[src/rtl/mrpt_pkg.sv]
`timescale 1ns / 1ps
// ----------------------------------------------------------------------------
// mrpt_pkg: shared types and constants for the Miller-Rabin prime test
// Base table, default widths and sequencer state encoding.
// ----------------------------------------------------------------------------
package mrpt_pkg;

  localparam int VALUE_BITS_DEF = 64;
  localparam int BASE_COUNT_DEF = 7;
  localparam int BASE_TABLE_LEN = 12;
  localparam int BASE_IDX_BITS  = 4;

  typedef enum logic [3:0] {
    ST_IDLE,
    ST_SPLIT,
    ST_BASE,
    ST_POW_BIT,
    ST_POW_SQ,
    ST_POW_WAIT,
    ST_CHECK,
    ST_SQ,
    ST_SQ_WAIT,
    ST_DONE
  } mrpt_state_t;

  function automatic logic [5:0] base_of(input logic [BASE_IDX_BITS-1:0] idx);
    logic [5:0] b;
    unique case (idx)
      4'd0:    b = 6'd2;
      4'd1:    b = 6'd3;
      4'd2:    b = 6'd5;
      4'd3:    b = 6'd7;
      4'd4:    b = 6'd11;
      4'd5:    b = 6'd13;
      4'd6:    b = 6'd17;
      4'd7:    b = 6'd19;
      4'd8:    b = 6'd23;
      4'd9:    b = 6'd29;
      4'd10:   b = 6'd31;
      4'd11:   b = 6'd37;
      default: b = 6'd37;
    endcase
    return b;
  endfunction

endpackage

[src/rtl/mrpt_mulmod.sv]
`timescale 1ns / 1ps
// ----------------------------------------------------------------------------
// mrpt_mulmod: bit-serial shift-add modular multiplier
// One bit of y per cycle, MSB first: acc = 2*acc (+x) mod m, operands below m.
// ----------------------------------------------------------------------------
module mrpt_mulmod #(
  parameter int W = 64
) (
  input  logic         clk,
  input  logic         rst,
  input  logic         start,
  input  logic [W-1:0] x,
  input  logic [W-1:0] y,
  input  logic [W-1:0] m,
  output logic         done,
  output logic [W-1:0] result
);
  localparam int CW = $clog2(W + 1);

  logic          busy;
  logic [W-1:0]  acc;
  logic [W-1:0]  xr;
  logic [W-1:0]  yr;
  logic [W-1:0]  mr;
  logic [CW-1:0] cnt;
  logic [W-1:0]  dbl;
  logic [W-1:0]  acc_next;

  function automatic logic [W-1:0] add_mod(input logic [W-1:0] a, input logic [W-1:0] b,
                                           input logic [W-1:0] mm);
    logic [W-1:0] gap;
    gap = mm - b;
    return (a >= gap) ? (a - gap) : (a + b);
  endfunction

  always_comb begin
    dbl      = add_mod(acc, acc, mr);
    acc_next = yr[W-1] ? add_mod(dbl, xr, mr) : dbl;
  end

  assign result = acc;

  always_ff @(posedge clk) begin
    if (rst) begin
      busy <= 1'b0;
      done <= 1'b0;
      cnt  <= '0;
    end else begin
      done <= 1'b0;
      if (start) begin
        busy <= 1'b1;
        cnt  <= CW'(W);
        acc  <= '0;
        xr   <= x;
        yr   <= y;
        mr   <= m;
      end else if (busy) begin
        acc <= acc_next;
        yr  <= {yr[W-2:0], 1'b0};
        cnt <= cnt - 1'b1;
        if (cnt == CW'(1)) begin
          busy <= 1'b0;
          done <= 1'b1;
        end
      end
    end
  end
endmodule

[src/rtl/mrpt_ctrl.sv]
`timescale 1ns / 1ps
// ----------------------------------------------------------------------------
// mrpt_ctrl: Miller-Rabin sequencer
// Splits n-1, walks the bases, runs square-and-multiply and the squarings.
// ----------------------------------------------------------------------------
module mrpt_ctrl #(
  parameter int W          = 64,
  parameter int BASE_COUNT = 7
) (
  input  logic         clk,
  input  logic         rst,
  input  logic         in_valid,
  output logic         in_stall,
  input  logic [W-1:0] n_in,
  output logic         out_valid,
  input  logic         out_stall,
  output logic [W-1:0] n_out,
  output logic         prime_out
);
  import mrpt_pkg::*;

  localparam int CNT = (BASE_COUNT < 1) ? 1 :
                       (BASE_COUNT > BASE_TABLE_LEN) ? BASE_TABLE_LEN : BASE_COUNT;
  localparam int RW  = $clog2(W + 1);

  mrpt_state_t state, state_next;

  logic [W-1:0]  n;
  logic [W-1:0]  nm1;
  logic [W-1:0]  d;
  logic [W-1:0]  ex;
  logic [W-1:0]  acc;
  logic [W-1:0]  sq;
  logic [RW-1:0] r;
  logic [RW-1:0] i;
  logic [BASE_IDX_BITS-1:0] k;
  logic          mul_start;
  logic [W-1:0]  mul_x;
  logic [W-1:0]  mul_y;
  logic          mul_done;
  logic [W-1:0]  mul_res;
  logic          pend_acc;
  logic [W-1:0]  base_w;
  logic          base_pass;

  assign base_w = W'(base_of(k));
  // a 1 counts only before the first squaring; n-1 counts at any point
  assign base_pass = (acc == W'(1) && i == RW'(1)) || acc == nm1;

  mrpt_mulmod #(.W(W)) u_mul (
    .clk(clk), .rst(rst), .start(mul_start), .x(mul_x), .y(mul_y), .m(n),
    .done(mul_done), .result(mul_res)
  );

  assign in_stall = (state != ST_IDLE);
  assign n_out    = n;

  always_ff @(posedge clk) begin
    if (rst) state <= ST_IDLE;
    else     state <= state_next;
  end

  always_comb begin
    state_next = state;
    mul_start  = 1'b0;
    mul_x      = acc;
    mul_y      = sq;
    unique case (state)
      ST_IDLE:  if (in_valid) state_next = ST_SPLIT;
      ST_SPLIT: begin
        if (n < W'(2) || n == W'(2) || !n[0]) state_next = ST_DONE;
        else if (!d[0]) state_next = ST_SPLIT;
        else state_next = ST_BASE;
      end
      ST_BASE: begin
        if (int'(k) >= CNT || base_w >= n) state_next = ST_DONE;
        else state_next = ST_POW_BIT;
      end
      ST_POW_BIT: begin
        if (ex == '0) state_next = ST_CHECK;
        else if (ex[0]) begin
          mul_start  = 1'b1;
          mul_x      = acc;
          mul_y      = sq;
          state_next = ST_POW_WAIT;
        end else state_next = ST_POW_SQ;
      end
      ST_POW_SQ: begin
        mul_start  = 1'b1;
        mul_x      = sq;
        mul_y      = sq;
        state_next = ST_POW_WAIT;
      end
      ST_POW_WAIT: if (mul_done) state_next = pend_acc ? ST_POW_SQ : ST_POW_BIT;
      ST_CHECK: begin
        if (base_pass) state_next = ST_BASE;
        else if (i >= r) state_next = ST_DONE;
        else begin
          mul_start  = 1'b1;
          mul_x      = acc;
          mul_y      = acc;
          state_next = ST_SQ_WAIT;
        end
      end
      ST_SQ:      state_next = ST_CHECK;
      ST_SQ_WAIT: if (mul_done) state_next = ST_SQ;
      ST_DONE:    if (!out_stall) state_next = ST_IDLE;
      default:    state_next = ST_IDLE;
    endcase
  end

  always_ff @(posedge clk) begin
    if (rst) begin
      out_valid <= 1'b0;
    end else begin
      out_valid <= (state_next == ST_DONE);
      unique case (state)
        ST_IDLE: if (in_valid) begin
          n   <= n_in;
          nm1 <= n_in - 1'b1;
          d   <= n_in - 1'b1;
          r   <= '0;
          k   <= '0;
        end
        ST_SPLIT: begin
          if (!d[0]) begin
            d <= {1'b0, d[W-1:1]};
            r <= r + 1'b1;
          end
          prime_out <= (n >= W'(2)) && (n == W'(2) || n[0]);
        end
        ST_BASE: begin
          ex       <= d;
          acc      <= W'(1);
          sq       <= base_w;
          i        <= RW'(1);
          pend_acc <= 1'b0;
        end
        ST_POW_BIT: if (ex != '0 && ex[0]) pend_acc <= 1'b1;
        ST_POW_SQ: begin
          pend_acc <= 1'b0;
          ex       <= {1'b0, ex[W-1:1]};
        end
        ST_POW_WAIT: if (mul_done) begin
          if (pend_acc) acc <= mul_res;
          else sq <= mul_res;
        end
        ST_CHECK: begin
          if (base_pass) k <= k + 1'b1;
          else if (i >= r) prime_out <= 1'b0;
        end
        ST_SQ_WAIT: if (mul_done) begin
          acc <= mul_res;
          i   <= i + 1'b1;
        end
        ST_SQ: ;
        ST_DONE: ;
        default: ;
      endcase
    end
  end
endmodule

[config.mk]
export PLATFORM = sky130hd
export DESIGN_NAME = mrpt_ctrl
export DESIGN_NICKNAME = d
export VERILOG_FILES = /design/src/rtl/mrpt_pkg.sv /design/src/rtl/mrpt_mulmod.sv /design/src/rtl/mrpt_ctrl.sv
export SDC_FILE = /design/constraint.sdc
export NUM_CORES = 2
export LEC_CHECK = 0
export BUFFER_PORTS_ARGS = -buffer_cell sky130_fd_sc_hd__buf_2
export CAP_MARGIN = 20
export CORE_UTILIZATION = 30
export CTS_CLUSTER_SIZE = 30
export DETAILED_ROUTE_END_ITERATION = 8
export GPL_TIMING_DRIVEN = 1
export SYNTH_ARGS = -nofsm -noshare
export SYNTH_HDL_FRONTEND = slang
export SYNTH_SLANG_ARGS = --single-unit
[constraint.sdc]
create_clock -name clk -period 26 [get_ports clk]
set_input_delay 5.2 -clock clk [delete_from_list [all_inputs] [get_ports clk]]
set_output_delay 5.2 -clock clk [all_outputs]
set_load 0.05 [all_outputs]
======== Word-level counts from Yosys, hierarchy flattened ========
Memory sizes are Yosys's and may differ from the RTL's. A register that Yosys moved wholly into a read port is not among the register bits.
Cells that the tools add are included.
W data, S select, Z words.
word-level totals
  flip-flop bits (word level) ............. 674
  bits in latches ......................... 0
  memory bits (writable) .................. 0
  memory bits (read-only) ................. 96
  input port bits ......................... 68
  memories kept ........................... 1
memory list
  name              depth  bits a word  read ports  clocked after memory_dff  wr ports  line            text
  (name not given)  16     6            1           1                         0         mrpt_pkg.sv:28  unique case (idx)
operators by class
  add/subtract/negate cells ............... 11
  multipliers ............................. 0
  divide/modulo/power cells ............... 0
  magnitude comparators ................... 7
  equal/unequal tests ..................... 25
  shift operators ......................... 0
  mux-type cells .......................... 59
  bitwise operators ....................... 2
  reductions and logical operators ........ 37
operators with widths
  cell                     number
  $mux W64                 17
  $pmux W64 S2             3
  $sub A64 B64 Y64         4
  $pmux W64 S3             1
  $add A64 B64 Y64         2
  $ge A64 B64 Y1           2
  $eq A64 B1 Y1 const B    1
  $eq A64 B2 Y1 const B    1
  $eq A64 B64 Y1           1
  $ge A6 B64 Y1            1
  $ge A64 B2 Y1 const B    1
  $logic_not A64 Y1        1
  $lt A64 B2 Y1 const B    1
  $reduce_bool A64 Y1      1
  $sub A64 B1 Y64 const B  1
  $mux W4                  10
  $pmux W4 S10             1
  $mux W7                  5
  $pmux W7 S2              2
  $eq A4 B3 Y1 const B     4
  $ne A2 B2 Y1 const B     8
  $reduce_and A4 Y1        4
  $reduce_bool A2 Y1       8
  $add A7 B1 Y7 const B    2
  27 further kinds         59

======== Logic depth before layout (Yosys ltp) ========
  word-level depth ........................ 7
  gate-level depth with buffers ........... 55
  gate-level depth less buffers ........... 53

======== By module ========
Synthesis repeated with hierarchy kept, for this count alone.
unflattened totals
  cell total of the unflattened synthesis .. 5076
  area, all modules ....................... 49616.3 um^2
by module, submodules not included
  module       instances  cells each  area an instance (um^2)  seq. area each (um^2)
  mrpt_mulmod  1          3570        29553.3                  7867.5
  mrpt_ctrl    1          1506        20063.0                  12351.8

======== Worst setup path before layout ========
OpenSTA, ideal clock, no wires.
  path type ............................... input port to flip-flop
  from .................................... in rst
  to ...................................... reg d[10] (enable)
  arrival time ............................ 12.624 ns
  required time ........................... 25.305 ns
  setup slack ............................. 12.681 ns
  stages .................................. 2
  buffers on the path ..................... 1
  cell sequence ........................... clkbuf_1 > nor4b_1
between the ends
  cells in the longest elaborated chain, start to end .. 2
RTL lines
  element                             line              text
  start, declared                     mrpt_ctrl.sv:11   input logic rst,
  $not A1 Y1 (no source line)         n/a
  $reduce_and A4 Y1 (no source line)  n/a
  end signal, assigned                mrpt_ctrl.sv:121  d <= n_in - 1'b1;
  end signal, assigned                mrpt_ctrl.sv:127  d <= {1'b0, d[W-1:1]};
  end, declared                       mrpt_ctrl.sv:30   logic [W-1:0] d;
Every way passes these cells.
A chain may end at the register's enable or synchronous reset.

======== Worst setup path in the final report ========
  from .................................... reg u_mul.acc[0] (netlist: u_mul.result[0])
  to ...................................... reg u_mul.acc[61] (netlist: u_mul.result[61]), data pin
between the ends
  cells in the longest elaborated chain, start to end .. 7
  elaborated cells on any way between the ends .. 11
  those cells by class .................... 5 x add/sub; 2 x order compare; 4 x mux
RTL lines
  element                                                    line               text
  start, declared                                            mrpt_mulmod.sv:21  logic [W-1:0] acc;
  start signal, assigned                                     mrpt_mulmod.sv:58  acc <= acc_next;
  $sub A64 B64 Y64                                           mrpt_mulmod.sv:32  gap = mm - b;
  $sub A64 B64 Y64 / $ge A64 B64 Y1 (equally long branches)  mrpt_mulmod.sv:33  return (a >= gap) ? (a - gap) : (a + b);
  $mux W64 (*)                                               mrpt_mulmod.sv:33
  $add A64 B64 Y64 (tied with other cells)                   mrpt_mulmod.sv:33
  $mux W64                                                   mrpt_mulmod.sv:33
  $mux W64 (*)                                               mrpt_mulmod.sv:38  acc_next = yr[W-1] ? add_mod(dbl, xr, mr) : dbl;
  $mux W64 (*)                                               mrpt_mulmod.sv:57  end else if (busy) begin
Mark *: on every way between the ends. The rest lies on a longest branch, timed or not. The select of a mux whose other input is x is not followed.

==> impl_metrics.tcl <==
set metrics [dict create \
    grt_start_max_net_pins 130 \
    cts_root_buf "sky130_fd_sc_hd__clkbuf_16" \
    critical_path.endpoint "u_mul.result[61]$_SDFFCE_PP0P_" \
    reg2reg_slack_ns 11.79 \
    synth_nets 5404 \
    vias_in_the_first_global_route 37390 \
    finalSetupTns_ns 0 \
    firstDrtPassIters 6 \
    rows 147 \
    path_max_fanout 54 \
    netlist_area_mm2 0.0485 \
    synth_top_area_share_pct 40.9 \
    worst_slew_pin_slew_ns 1.13 \
    end_kind "flip-flop" \
    grt_pass1_wl_um 243000 \
    synth.distinct_cells 109 \
    max_cap_violations 0 \
    finalHoldViolCount 0 \
    ys_seq_area_share_pct 41.7 \
    grt_antenna_before_repair 3 \
    drt_iter0_drc 4063 \
    clk_pin_slew_ns 0.07 \
    r2r_end "u_mul.result[61]$_SDFFCE_PP0P_" \
    cp_slowest_stage_delay_ns 0.83 \
    post_synthesis_to_final_layout_area_growth_pct 11.6 \
    cp_data_arrival_time_ns 14.72 \
    synth-edff-count 660 \
    cts-htree-levels 3 \
    coreArea_mm2 0.160 \
    ys_seq_elements 680 \
    die_width_um 404 \
    max-clock-path-buffers 3 \
    max-vdd-ir-drop_mv 0.0457 \
    design.die.area_mm2 0.163 \
    setup_slack_at_placement_ns 12.02 \
    wl_per_cell_um 22.7 \
    setup_viol 0 \
    netlist.top_cell.by_area "sky130_fd_sc_hd__edfxtp_1" \
    overflow_after_grt 0 \
    worst_min_delay_path_category "reg2reg" \
    p_per_area_mw_per_mm2 74.0 \
    timing.fmax_mhz 70.4 \
    post-route-period-util_pct 54.6 \
    via_per_inst 5.43 \
    r2r_start "u_mul.result[0]$_SDFFCE_PP0P_" \
    crit_path_top_delay_cell "sky130_fd_sc_hd__a2111oi_0" \
    worst_path_most_repeated_cell "sky130_fd_sc_hd__o21ai_0" \
    floorplan.io_pins 135 \
    crit_path_start_kind "flip-flop" \
    final_nets 5466 \
    final_max_slew_viol_count 0 \
    postSynthAreaPerCell_um2 9.67 \
    floorplan.die.height_um 404 \
    post-route-worst-setup-slack_ns 11.79 \
    criticalPathCategory "reg2reg" \
    synthTopCellsByArea "sky130_fd_sc_hd__edfxtp_1, sky130_fd_sc_hd__ha_1, sky130_fd_sc_hd__xnor2_1, sky130_fd_sc_hd__a21oi_1, sky130_fd_sc_hd__nor2_1" \
    startpoint "u_mul.result[0]$_SDFFCE_PP0P_" \
    period_minus_slack_ns 14.21 \
    required_ns 26.51 \
    cellLeakagePower_nw 20.1 \
    postCtsResizedCells 0 \
    postLayoutCellArea_mm2 0.0541 \
    max_slew_margin_pct 24.2 \
    dpl_cell_area_mm2 0.0515 \
    syn_inst 5012 \
    dp_hpwl_um 129000 \
    diodes 0 \
    drt.antenna.violating_nets 0 \
    post-route-drc-count 0 \
    initial_utilization_pct 30.2 \
    rsz0062_at_grt "no" \
    reg2regPathDepth 53 \
    cts_inserted_buffers 72 \
    post_cts_buffers 0 \
    tritoncts "done" \
    synth_warnings 0 \
    wirelength_um 166000 \
    status "complete, no violations" \
    gp_congestion 0.972 \
    post_cts_hold_buffer_count 0 \
    dominantRegCellSynth "sky130_fd_sc_hd__edfxtp_1" \
    skew_pair_late_insertion_delay_ns 0.67 \
    io_buffer_count 134 \
    async_sr_flop_fraction_pct 0 \
    layout-drive-gt1-share_pct 10.6 \
    via_count 39609 \
    track_usage_pct 19.7 \
    finalClockSkew_ns 0.0354 \
    cts.sink_count 680 \
]
## area by class of cell
cell class | count | area [µm²]
Multi-Input combinational cell | 3873 | 26600
Clock buffer | 85 | 1910
Tap cell | 2160 | 2700
Timing Repair Buffer | 181 | 1030
Sequential cell | 680 | 20200
Inverter | 266 | 998
Clock inverter | 45 | 661
Fill cell | 16499 | 106000
## worst min path at each step
stage	cells past startpoint	slack [ns]	start	end
6_report	0	0.50	n_out[9]$_DFFE_PP_	u_mul.mr[9]$_DFFE_PP_
4_1_cts	0	0.49	n_out[7]$_DFFE_PP_	u_mul.mr[7]$_DFFE_PP_
2_1_floorplan	2	0.47	u_mul.cnt[1]$_SDFFE_PP0P_	u_mul.cnt[1]$_SDFFE_PP0P_
3_3_place_gp	0	0.47	n_out[7]$_DFFE_PP_	u_mul.mr[7]$_DFFE_PP_
3_5_place_dp	0	0.48	n_out[7]$_DFFE_PP_	u_mul.mr[7]$_DFFE_PP_
5_1_grt	0	0.51	n_out[17]$_DFFE_PP_	u_mul.mr[17]$_DFFE_PP_
## cell families after synthesis
| family | Yosys count | synth area share [%] |
|---|---|---|
| multiplexers | 211 | 4.71 |
| adder cells (fa/ha/maj) | 339 | 8.72 |
| XOR/XNOR | 445 | 8.04 |
| AND/OR/NAND/NOR | 1507 | 15.1 |
| AO/OA/AOI/OAI | 1371 | 18.0 |
| flip-flops | 680 | 41.7 |
| buffers and inverters | 459 | 3.70 |
## Yosys cell counts, types with 9 or more instances
library cell               number
sky130_fd_sc_hd__mux2i_1       75
sky130_fd_sc_hd__o21ai_0      313
sky130_fd_sc_hd__and2_1        29
sky130_fd_sc_hd__nor3_1       129
sky130_fd_sc_hd__and3_1        36
sky130_fd_sc_hd__o31ai_1       23
sky130_fd_sc_hd__dfxtp_1       20
sky130_fd_sc_hd__nor4_1        69
sky130_fd_sc_hd__or3_1         37
sky130_fd_sc_hd__a21oi_1      446
sky130_fd_sc_hd__mux2_2       136
sky130_fd_sc_hd__a31o_2        11
sky130_fd_sc_hd__maj3_1        15
sky130_fd_sc_hd__clkbuf_1     159
sky130_fd_sc_hd__nand2_1      348
sky130_fd_sc_hd__a31oi_1       39
sky130_fd_sc_hd__nor2_1       468
sky130_fd_sc_hd__a21o_1       176
sky130_fd_sc_hd__nand3_1       96
sky130_fd_sc_hd__inv_1        266
sky130_fd_sc_hd__nand4_1       77
sky130_fd_sc_hd__o21a_1        34
sky130_fd_sc_hd__a221oi_1      12
sky130_fd_sc_hd__or2_2         21
sky130_fd_sc_hd__nor2b_1       59
sky130_fd_sc_hd__ha_1         321
sky130_fd_sc_hd__nor3b_1        9
sky130_fd_sc_hd__o21bai_1      59
sky130_fd_sc_hd__edfxtp_1     660
sky130_fd_sc_hd__a21boi_0      22
sky130_fd_sc_hd__o221ai_1      11
sky130_fd_sc_hd__a311oi_1      11
sky130_fd_sc_hd__xnor2_1      282
sky130_fd_sc_hd__o211ai_1      25
sky130_fd_sc_hd__nand2b_1      69
sky130_fd_sc_hd__o21ai_1       12
sky130_fd_sc_hd__xor2_1       163
sky130_fd_sc_hd__buf_2         19
sky130_fd_sc_hd__a211oi_1      47
## worst max-delay path, delay by kind of cell, from the launching register on
family	cells	cell delay, ns
fa+ha+maj	4	1.30
buf+inv	2	1.02
xor+xnor	2	0.20
simple gates	14	3.79
compound gates	31	7.19
flops	1	0.46
## per-layer routing
layer	part of all wire (%)	track usage (%)	vias up	wire length (µm)
li1	-	-	18605	-
met1	45	27.9	19305	75100
met2	44	30.2	1476	72100
met3	7.0	2.63	221	11600
met4	4.1	7.93	2	6770
met5	0.0060	0	-	10
## placed cells by master (no fill, tap or decap), drive strengths merged, types with 50 or more instances in the layout
| cell type | Yosys | final |
|---|---|---|
| edfxtp | 660 | 660 |
| inv | 266 | 274 |
| xor2 | 163 | 163 |
| nand2 | 349 | 349 |
| xnor2 | 282 | 282 |
| buf | 33 | 181 |
| nor2b | 59 | 59 |
| nor3 | 137 | 137 |
| ha | 321 | 321 |
| nand2b | 69 | 69 |
| nand4 | 79 | 79 |
| nand3 | 96 | 96 |
| a211oi | 50 | 50 |
| o21ai | 330 | 330 |
| mux2i | 75 | 75 |
| a21oi | 450 | 450 |
| clkbuf | 160 | 85 |
| a21o | 176 | 176 |
| mux2 | 136 | 136 |
| nor2 | 469 | 469 |
| o21bai | 60 | 60 |
| nor4 | 70 | 70 |
## per-stage QoR
| stage | utilization [%] | cells | power, W | hold slack, ns |
|---|---|---|---|---|
| after CTS | 33.7 | 7289 | 0.00399 | 0.491 |
| final | 33.7 | 7290 | 0.00400 | 0.498 |
| after global routing | 33.7 | 7290 | 0.00418 | 0.510 |
| after detailed placement | 32.1 | 7159 | 0.00282 | 0.479 |
| after floorplan | - | 5012 | 0.00244 | 0.469 |
| after global placement | 32.1 | 7159 | 0.00282 | 0.471 |
## sequential cells by signal, summed over array words and instances, names as in the netlist, 64 cells and up
register / cells
acc: 64
d: 64
ex: 64
n_out: 64
nm1: 64
sq: 64
u_mul.mr: 64
u_mul.result: 64
u_mul.xr: 64
u_mul.yr: 64
## power breakdown
part | internal [W] | switching (W) | leakage, nW
combinational | 0.000521 | 0.000945 | 12.7
clock | 0.000682 | 0.000478 | 1.24
sequential | 0.00132 | 0.0000588 | 6.19
Power figures use the tool's default switching activity.
